===== src/rtl/core/psdm_pkg.sv =====
// psdm_pkg: item types, register indexes, constants and helpers shared by the
// pressure sensor depth monitor; depends on nothing else
package psdm_pkg;

    // input item: one raw pressure and temperature pair
    typedef struct packed {
        logic [15:0] raw_pressure;
        logic [15:0] raw_temperature;
    } t_in_item;

    // result item
    typedef struct packed {
        logic signed [15:0] temperature_tenths;
        logic signed [15:0] pressure_tenths;
        logic [12:0]        depth_cm;
        logic               depth_valid;
        logic               alarm_on;
    } t_out_item;

    // configuration register indexes
    localparam int unsigned CFG_ADDR_W = 3;
    localparam int unsigned CFG_DATA_W = 16;

    typedef enum logic [CFG_ADDR_W-1:0] {
        CFG_CAL_WORD_ONE   = 3'd0,
        CFG_CAL_WORD_TWO   = 3'd1,
        CFG_CAL_WORD_THREE = 3'd2,
        CFG_CAL_WORD_FOUR  = 3'd3,
        CFG_ALARM_DEPTH_CM = 3'd4,
        CFG_LOCK_TOLERANCE = 3'd5
    } t_cfg_index;

    // register reset values
    localparam logic [12:0] ALARM_DEPTH_RST = 13'd2;
    localparam logic [9:0]  LOCK_TOL_RST    = 10'd10;

    // compensation constants
    localparam logic [15:0]        TEMP_CAL_BASE = 16'd20224;
    localparam logic signed [17:0] PRES_D1_BASE  = 18'sd7168;
    localparam logic signed [18:0] SENS_BASE     = 19'sd24576;
    localparam logic signed [10:0] OFF_TC_MID    = 11'sd512;
    localparam logic signed [21:0] PRES_BASE     = 22'sd2500;
    localparam logic signed [16:0] TEMP_BASE     = 17'sd200;
    localparam logic [6:0]         TEMP_COEF_ADD = 7'd50;
    localparam logic [4:0]         PRES_SCALE    = 5'd10;
    localparam logic [6:0]         DEPTH_NUM     = 7'd100;

    // floor(n / 981) == (n * DEPTH_RECIP) >> DEPTH_SHIFT exactly for n < 2^23
    localparam logic [23:0] DEPTH_RECIP = 24'd8756305;
    localparam int unsigned DEPTH_SHIFT = 33;

    // lock phases
    localparam logic [1:0] PHASE_NONE   = 2'd0;
    localparam logic [1:0] PHASE_TAKEN  = 2'd1;
    localparam logic [1:0] PHASE_LOCKED = 2'd2;

    // saturate to 16-bit signed
    function automatic logic signed [15:0] sat16(input logic signed [23:0] v);
        logic signed [15:0] res;
        if (v > 24'sd32767) begin
            res = 16'sh7FFF;
        end else if (v < -24'sd32768) begin
            res = 16'sh8000;
        end else begin
            res = v[15:0];
        end
        return res;
    endfunction

endpackage


===== src/rtl/core/pressure_sensor_depth_monitor_top.sv =====
// pressure_sensor_depth_monitor_top: first-order pressure and temperature
// compensation with reference lock and depth alarm; depends on psdm_pkg
//
// sequence: TEMP, OFF, SENS, X, PRES, LOCK, then NUM and DEPTH once locked, then DONE
// items: one at a time, none accepted until back in IDLE, set by the single shared 25x25
//   multiplier that every product of the compensation and the depth scaling uses
// reset (synchronous, active low): registers to their defaults, lock phase to
//   no reference, reference 0, alarm held on, no result pending
module pressure_sensor_depth_monitor_top (
    input  logic                                    i_clk,
    input  logic                                    i_rst_n,
    // configuration write port
    input  logic                                    i_cfg_we,
    input  logic [psdm_pkg::CFG_ADDR_W-1:0]         i_cfg_addr,
    input  logic [psdm_pkg::CFG_DATA_W-1:0]         i_cfg_data,
    // input channel
    input  logic                                    i_in_valid,
    output logic                                    o_in_stall,
    input  psdm_pkg::t_in_item                      i_in_item,
    // result channel
    output logic                                    o_out_valid,
    input  logic                                    i_out_stall,
    output psdm_pkg::t_out_item                     o_out_item
);

    // sequencer: at most one multiply per step on the shared unit
    typedef enum logic [3:0] {
        S_IDLE,
        S_TEMP,     // dT * (c6 + 50)
        S_OFF,      // (c4 - 512) * dT
        S_SENS,     // c3 * dT
        S_X,        // sens * (d1 - 7168)
        S_PRES,     // x * 10
        S_LOCK,     // reference lock, no multiply
        S_NUM,      // |p - ref| * 100
        S_DEPTH,    // scaled numerator * reciprocal of 981
        S_DONE      // wait for the result register
    } t_state;

    t_state r_state;

    // configuration registers
    logic [15:0] r_cal_one, r_cal_two, r_cal_three, r_cal_four;
    logic [12:0] r_alarm_depth;
    logic [9:0]  r_lock_tol;

    // persistent monitor state
    logic [1:0]         r_phase;
    logic signed [15:0] r_ref;
    logic               r_alarm;

    // per-item working registers
    logic [15:0]        r_d1;
    logic signed [17:0] r_dt;
    logic signed [15:0] r_temp;
    logic signed [17:0] r_off;
    logic signed [18:0] r_sens;
    logic signed [22:0] r_x;
    logic signed [15:0] r_pres;
    logic [16:0]        r_diff;
    logic [22:0]        r_num;
    logic [12:0]        r_depth;
    logic               r_dvalid;

    // result register
    logic      r_o_valid;
    psdm_pkg::t_out_item r_o_item;

    // coefficients unpacked from the calibration words
    logic [14:0] w_c1;
    logic [11:0] w_c2;
    logic [9:0]  w_c3, w_c4;
    logic [10:0] w_c5;
    logic [5:0]  w_c6;

    assign w_c1 = r_cal_one[15:1];
    assign w_c2 = {r_cal_three[5:0], r_cal_four[5:0]};
    assign w_c3 = r_cal_four[15:6];
    assign w_c4 = r_cal_three[15:6];
    assign w_c5 = {r_cal_one[0], r_cal_two[15:6]};
    assign w_c6 = r_cal_two[5:0];

    // dT from the shifted temperature word, taken at accept
    logic [15:0]        w_d2;
    logic [15:0]        w_tbase;
    logic signed [17:0] n_dt;

    assign w_d2    = {i_in_item.raw_temperature[14:0], 1'b0};
    assign w_tbase = {2'b00, w_c5, 3'b000} + psdm_pkg::TEMP_CAL_BASE;
    assign n_dt    = $signed({2'b00, w_d2}) - $signed({2'b00, w_tbase});

    // shared multiplier with operand select
    logic signed [24:0] w_ma, w_mb;
    logic signed [49:0] w_prod;

    always_comb begin
        w_ma = '0;
        w_mb = '0;
        case (r_state)
            S_TEMP: begin
                w_ma = 25'(r_dt);
                w_mb = $signed({18'b0, {1'b0, w_c6} + psdm_pkg::TEMP_COEF_ADD});
            end
            S_OFF: begin
                w_ma = 25'(r_dt);
                w_mb = 25'($signed({1'b0, w_c4}) - psdm_pkg::OFF_TC_MID);
            end
            S_SENS: begin
                w_ma = 25'(r_dt);
                w_mb = $signed({15'b0, w_c3});
            end
            S_X: begin
                w_ma = 25'(r_sens);
                w_mb = 25'($signed({2'b00, r_d1}) - psdm_pkg::PRES_D1_BASE);
            end
            S_PRES: begin
                w_ma = 25'(r_x);
                w_mb = $signed({20'b0, psdm_pkg::PRES_SCALE});
            end
            S_NUM: begin
                w_ma = $signed({8'b0, r_diff});
                w_mb = $signed({18'b0, psdm_pkg::DEPTH_NUM});
            end
            S_DEPTH: begin
                w_ma = $signed({2'b00, r_num});
                w_mb = $signed({1'b0, psdm_pkg::DEPTH_RECIP});
            end
            default: begin
                w_ma = '0;
                w_mb = '0;
            end
        endcase
    end

    assign w_prod = w_ma * w_mb;

    // floor shifts of the product
    logic signed [49:0] w_sh5, w_sh10, w_sh12, w_sh14;
    assign w_sh5  = w_prod >>> 5;
    assign w_sh10 = w_prod >>> 10;
    assign w_sh12 = w_prod >>> 12;
    assign w_sh14 = w_prod >>> 14;

    // post-add of each step
    logic signed [16:0] n_temp;
    logic signed [17:0] n_off;
    logic signed [18:0] n_sens;
    logic signed [22:0] n_x;
    logic signed [21:0] n_pres;
    logic [12:0]        n_depth;

    assign n_temp  = w_sh10[16:0] + psdm_pkg::TEMP_BASE;
    assign n_off   = $signed({4'b0000, w_c2, 2'b00}) + w_sh12[17:0];
    assign n_sens  = $signed({4'b0000, w_c1}) + w_sh10[18:0] + psdm_pkg::SENS_BASE;
    assign n_x     = w_sh14[22:0] - 23'(r_off);
    assign n_pres  = w_sh5[21:0] + psdm_pkg::PRES_BASE;
    assign n_depth = w_prod[psdm_pkg::DEPTH_SHIFT+12:psdm_pkg::DEPTH_SHIFT];

    // lock decision on the saturated pressure
    logic signed [16:0] w_err_s;
    logic [16:0]        w_err;
    logic               w_lock_fail;
    logic               w_locked;
    logic signed [15:0] w_ref_new;
    logic signed [16:0] w_diff_s;
    logic [16:0]        w_diff;

    assign w_err_s     = 17'(r_ref) - 17'(r_pres);
    assign w_err       = w_err_s[16] ? 17'(-w_err_s) : w_err_s;
    assign w_lock_fail = w_err > {7'b0, r_lock_tol};
    // locked after this item: already locked, or taken and within tolerance
    assign w_locked    = (r_phase != psdm_pkg::PHASE_NONE)
                         && !((r_phase == psdm_pkg::PHASE_TAKEN) && w_lock_fail);
    assign w_ref_new   = (r_phase == psdm_pkg::PHASE_NONE
                          || r_phase == psdm_pkg::PHASE_TAKEN) ? r_pres : r_ref;
    assign w_diff_s    = 17'(r_pres) - 17'(w_ref_new);
    assign w_diff      = w_diff_s[16] ? 17'(-w_diff_s) : w_diff_s;

    logic w_out_free;
    assign w_out_free = !r_o_valid || !i_out_stall;

    always_ff @(posedge i_clk) begin
        if (!i_rst_n) begin
            r_state       <= S_IDLE;
            r_cal_one     <= '0;
            r_cal_two     <= '0;
            r_cal_three   <= '0;
            r_cal_four    <= '0;
            r_alarm_depth <= psdm_pkg::ALARM_DEPTH_RST;
            r_lock_tol    <= psdm_pkg::LOCK_TOL_RST;
            r_phase       <= psdm_pkg::PHASE_NONE;
            r_ref         <= '0;
            r_alarm       <= 1'b1;
            r_o_valid     <= 1'b0;
        end else begin
            // configuration writes, indexes past the list are dropped
            if (i_cfg_we) begin
                case (psdm_pkg::t_cfg_index'(i_cfg_addr))
                    psdm_pkg::CFG_CAL_WORD_ONE:   r_cal_one     <= i_cfg_data;
                    psdm_pkg::CFG_CAL_WORD_TWO:   r_cal_two     <= i_cfg_data;
                    psdm_pkg::CFG_CAL_WORD_THREE: r_cal_three   <= i_cfg_data;
                    psdm_pkg::CFG_CAL_WORD_FOUR:  r_cal_four    <= i_cfg_data;
                    psdm_pkg::CFG_ALARM_DEPTH_CM: r_alarm_depth <= i_cfg_data[12:0];
                    psdm_pkg::CFG_LOCK_TOLERANCE: r_lock_tol    <= i_cfg_data[9:0];
                    default: ;
                endcase
            end

            // result taken downstream, unless a new one is loaded at this edge
            if (r_o_valid && !i_out_stall && (r_state != S_DONE)) begin
                r_o_valid <= 1'b0;
            end

            case (r_state)
                S_IDLE: begin
                    if (i_in_valid) begin
                        r_d1    <= {i_in_item.raw_pressure[14:0], 1'b0};
                        r_dt    <= n_dt;
                        r_state <= S_TEMP;
                    end
                end
                S_TEMP: begin
                    r_temp  <= psdm_pkg::sat16(24'(n_temp));
                    r_state <= S_OFF;
                end
                S_OFF: begin
                    r_off   <= n_off;
                    r_state <= S_SENS;
                end
                S_SENS: begin
                    r_sens  <= n_sens;
                    r_state <= S_X;
                end
                S_X: begin
                    r_x     <= n_x;
                    r_state <= S_PRES;
                end
                S_PRES: begin
                    r_pres  <= psdm_pkg::sat16(24'(n_pres));
                    r_state <= S_LOCK;
                end
                S_LOCK: begin
                    r_ref   <= w_ref_new;
                    r_diff  <= w_diff;
                    r_depth <= '0;
                    if (w_locked) begin
                        r_phase  <= psdm_pkg::PHASE_LOCKED;
                        r_dvalid <= 1'b1;
                        r_state  <= S_NUM;
                    end else begin
                        // first reading taken, or mismatch drops back to no reference
                        r_phase  <= (r_phase == psdm_pkg::PHASE_NONE)
                                    ? psdm_pkg::PHASE_TAKEN : psdm_pkg::PHASE_NONE;
                        r_dvalid <= 1'b0;
                        r_state  <= S_DONE;
                    end
                end
                S_NUM: begin
                    r_num   <= w_prod[22:0];
                    r_state <= S_DEPTH;
                end
                S_DEPTH: begin
                    r_depth <= n_depth;
                    r_alarm <= (n_depth <= r_alarm_depth);
                    r_state <= S_DONE;
                end
                S_DONE: begin
                    if (w_out_free) begin
                        r_o_item.temperature_tenths <= r_temp;
                        r_o_item.pressure_tenths    <= r_pres;
                        r_o_item.depth_cm           <= r_depth;
                        r_o_item.depth_valid        <= r_dvalid;
                        r_o_item.alarm_on           <= r_alarm;
                        r_o_valid                   <= 1'b1;
                        r_state                     <= S_IDLE;
                    end
                end
                default: begin
                    r_state <= S_IDLE;
                end
            endcase
        end
    end

    assign o_in_stall  = (r_state != S_IDLE);
    assign o_out_valid = r_o_valid;
    assign o_out_item  = r_o_item;

endmodule

===== config.mk =====
export PLATFORM = sky130hd
export DESIGN_NAME = pressure_sensor_depth_monitor_top
export DESIGN_NICKNAME = d
export VERILOG_FILES = /design/src/rtl/core/psdm_pkg.sv /design/src/rtl/core/pressure_sensor_depth_monitor_top.sv
export SDC_FILE = /design/constraint.sdc
export NUM_CORES = 2
export LEC_CHECK = 0
export ABC_AREA = 1
export BUFFER_PORTS_ARGS = -buffer_cell sky130_fd_sc_hd__buf_4
export CAP_MARGIN = 20
export CORE_MARGIN = 2
export CORE_UTILIZATION = 52
export DETAILED_ROUTE_END_ITERATION = 6
export GPL_TIMING_DRIVEN = 0
export PLACE_DENSITY = 0.68
export SETUP_SLACK_MARGIN = 0.3
export SLEW_MARGIN = 20
export SYNTH_ARGS = -nofsm -noshare
export SYNTH_HDL_FRONTEND = slang
export SYNTH_SLANG_ARGS = --single-unit

===== constraint.sdc =====
create_clock -name i_clk -period 9.85 [get_ports i_clk]
set_input_delay 0.985 -clock i_clk [delete_from_list [all_inputs] [get_ports i_clk]]
set_output_delay 0.985 -clock i_clk [all_outputs]
set_load 0.03 [all_outputs]

==> flow_metrics.py <==
metrics = {
    "setup_path": {
        "crit_top_cell": "fa_1",
        "crit_buf_inv": 8,
        "cp-start-kind": "register",
        "end_kind": "register",
        "path_max_fanout": 10,
        "cp.arrival_ns": 9.69,
        "crit_required_ns": 10.17,
        "critical_path_class": "register to register",
        "timing.rr.end": "r_x[22]$_DFFE_PP_",
        "slowest_delay_ns": 0.61,
        "r2r-start": "r_state[0]$_SDFFE_PN0P_",
        "cpLargestDelayFamily": "adder cells",
        "r2r_slack_ns": 0.48,
        "r2r_cells": 37,
        "critPathSlowestCell": "fa_1",
    },
    "global_routing": {
        "grt_pass1_vias": 32170,
        "grt_pass1_wl_um": 185000,
        "grt.total_usage_pct": 31.00,
        "grt_max_degree": 24,
        "gr-total-overflow": 0,
        "antenna_found_initial": 2,
    },
    "cells_and_area": {
        "n_fill_cell": 6581,
        "finalInstanceArea_mm2": 0.04653,
        "area_growth_pct": 15.88,
        "final_cells": 6009,
        "drive_gt1_share_pct": 13.56,
        "fin_nets": 5900,
    },
    "die": {
        "start_util_pct": 52.69,
        "fp.dieH_um": 281.9,
        "pin_count": 105,
        "dieArea_mm2": 0.07945,
        "row_count": 101,
        "die_w_um": 281.9,
        "core-area_mm2": 0.07620,
    },
    "clock_tree": {
        "cts_max_level": 2,
        "hold_buffers": 0,
        "clk_pin_slew_ns": 0.06,
        "cts_max_path_buffers": 3,
        "insertion_delay_ns": 0.58,
        "cts_num_sinks": 335,
        "cts_buffers": 39,
        "cts_root_buffer": "clkbuf_16",
        "cts_tree": "built",
    },
    "placement": {
        "portBuffers": 102,
        "hpwl_um": 97050,
        "post_dp_cell_area_mm2": 0.04245,
        "dp_cells": 5817,
        "place_congestion": 0.9982,
    },
    "run_status": {
        "status": "finished clean",
    },
    "yosys": {
        "synth_top_area_share_pct": 30.31,
        "ys_seq_area_share_pct": 22.29,
        "synth_edf_count": 224,
        "ys.warnings.count": 0,
        "syn-instance-count": 4669,
        "synth_mux_area_share_pct": 0,
        "yosys.area_share.adder_pct": 39.29,
        "synth-simple-area-share_pct": 14.40,
        "synth.avg_cell_area_um2": 8.600,
        "ys_ff_latch": 335,
        "synth-main-ff-cell": "edfxtp_1",
        "synth_xor_area_share_pct": 3.783,
        "synth_top_family_by_area": "adder cells",
        "yosys-top-cells-area": "fa_1 (30%), edfxtp_1 (17%), inv_1 (11%)",
        "synth_compound_area_share_pct": 7.582,
        "yosysUniqueCellTypes": 61,
        "synth_top_area_cell": "fa_1",
        "synthesis.area_mm2": 0.04015,
        "syn_nets": 5621,
        "async_reset_ff_share_pct": 0,
    },
    "worst_hold_path": {
        "min_path_cells": 0,
        "holdPathEnd": "o_out_item[4]$_DFFE_PP_",
        "hp-class": "register to register",
        "min-delay-start": "r_depth[2]$_SDFFCE_PP0P_",
    },
    "detailed_routing": {
        "ant_nets": 0,
        "remaining_drc_errors": 0,
        "first_pass_iters": 6,
        "via_per_inst": 5.349,
        "wire_per_inst_um": 20.07,
        "wirelength_um": 120600,
        "vias": 32140,
        "drt_iter0_drc": 2835,
    },
    "timing": {
        "setup_viol": 0,
        "max_freq_mhz": 106.7,
        "tightest_slew_ns": 0.9931,
        "min_period_ns": 9.373,
        "skew_ns": 0.02976,
        "period_share_pct": 95.16,
        "hold_viol_final": 0,
        "tns_ns": 0,
        "relSlewSlack_pct": 33.79,
        "drv_slew": 0,
        "rsz0062_at_grt": "true",
        "whs_ns": 0.4191,
    },
    "flow_run": {
        "maxCapViolCount": 0,
    },
}
==> state kept, by name, indices dropped and copies added (netlist names), 17 cells and up <==
name,count
o_out_item,47
r_x,23
r_diff,17
r_num,23
r_off,18
r_sens,19
==> Yosys cell counts (all sizes together) (8+ instances only) <==
| cell | instances |
|---|---|
| a31oi | 15 |
| nand3b | 8 |
| nand3 | 108 |
| inv | 1226 |
| a211oi | 18 |
| nand4 | 33 |
| a22o | 18 |
| clkbuf | 93 |
| ha | 288 |
| a21o | 15 |
| o21ai | 198 |
| clkinv | 9 |
| buf | 13 |
| nand2 | 775 |
| a21oi | 214 |
| fa | 608 |
| xnor2 | 47 |
| o21bai | 10 |
| edfxtp | 224 |
| xor2 | 120 |
| a221oi | 21 |
| nor3 | 27 |
| dfxtp | 111 |
| nor2 | 422 |
==> layout make-up <==
class | count | area, um^2 | share of cell area (%)
multi-input combinational | 2992 | 27570 | 59.26
sequential | 335 | 8956 | 19.25
inverter | 1236 | 4735 | 10.18
timing repair buffer | 239 | 1921 | 4.128
tap | 1030 | 1289 | 2.770
clock buffer | 53 | 1080 | 2.321
buffer | 105 | 802.0 | 1.724
clock inverter | 18 | 170.2 | 0.3657
antenna | 1 | 2.502 | 0.005378
==> stage by stage <==
step | utilization [%] | setup slack (ns)
finish | 61.06 | 0.4771
global route | 61.06 | 0.1853
CTS | 59.14 | 0.2977
detailed placement | 55.71 | -2.523
global placement | 55.39 | -2.436
floorplan | - | 0.8094
==> how the worst max path moves through the flow <==
stage | from | end | slack, ns | cells past startpoint
5_1_grt | r_d1[11]$_DFFE_PP_ | r_alarm$_SDFFE_PN1N_ | 0.19 | 46
3_3_place_gp | r_state[2]$_SDFFE_PN0P_ | r_x[22]$_DFFE_PP_ | -2.44 | 38
3_5_place_dp | r_state[2]$_SDFFE_PN0P_ | r_x[22]$_DFFE_PP_ | -2.52 | 41
2_1_floorplan | r_state[2]$_SDFFE_PN0P_ | r_x[22]$_DFFE_PP_ | 0.81 | 39
6_report | r_state[0]$_SDFFE_PN0P_ | r_x[22]$_DFFE_PP_ | 0.48 | 37
4_1_cts | r_state[2]$_SDFFE_PN0P_ | r_x[22]$_DFFE_PP_ | 0.30 | 40
==> cells in the final DEF, fill, tap and decap left out, types with 16 or more instances in the layout <==
master,instances
clkbuf_1,44
nor2_1,362
a21oi_1,189
buf_4,223
edfxtp_1,224
nand3_1,99
o21ai_0,156
nor3_1,19
fa_1,604
inv_1,1185
buf_6,27
nor2_4,29
o21ai_1,20
a21oi_2,18
clkbuf_16,40
dfxtp_1,107
nand2_2,42
inv_2,22
xnor2_1,41
nor2_2,31
xor2_1,109
clkinvlp_4,16
nand2_1,718
a22o_1,16
nand4_1,32
a211oi_1,16
ha_1,269
==> per-layer routing <==
layer  part of all wire, %  up-vias  track usage [%]
met5                 0.045        -           0.2442
met4                   4.1        6            11.29
met3                    10      272            7.408
met2                    45     1428            47.90
met1                    41    15700            42.58
li1                      -    14740                -
==> cell families (layout without fill, tap and decap cells) <==
kind of cell | count (synthesis) | after routing
AND/OR/NAND/NOR | 1396 | 1396
AO/OA/AOI/OAI | 533 | 533
adder cells (fa/ha/maj) | 896 | 896
buffers and inverters | 1342 | 1651
flip-flops | 335 | 335
XOR/XNOR | 167 | 167
other | 0 | 1
==> what timing repair did <==
item / in CTS / in global routing
pin swaps: 20 / 57
buffers inserted: 56 / 65
endpoints found under the setup margin: 104 / 56
resized for setup: 273 / 269
hold endpoints to repair: 0 / 0
==> worst reg2reg max path: cells and delay by family, from the launching register on <==
family	cells	cell delay (ns)
buf+inv	8	1.19
simple gates	12	1.50
flops	1	0.38
compound gates	5	1.16
xor+xnor	3	0.52
fa+ha+maj	9	4.38
Power is left out: the tool's default activity adds up to more than one toggle a clock period on the data nets, which glitch-free logic cannot reach.
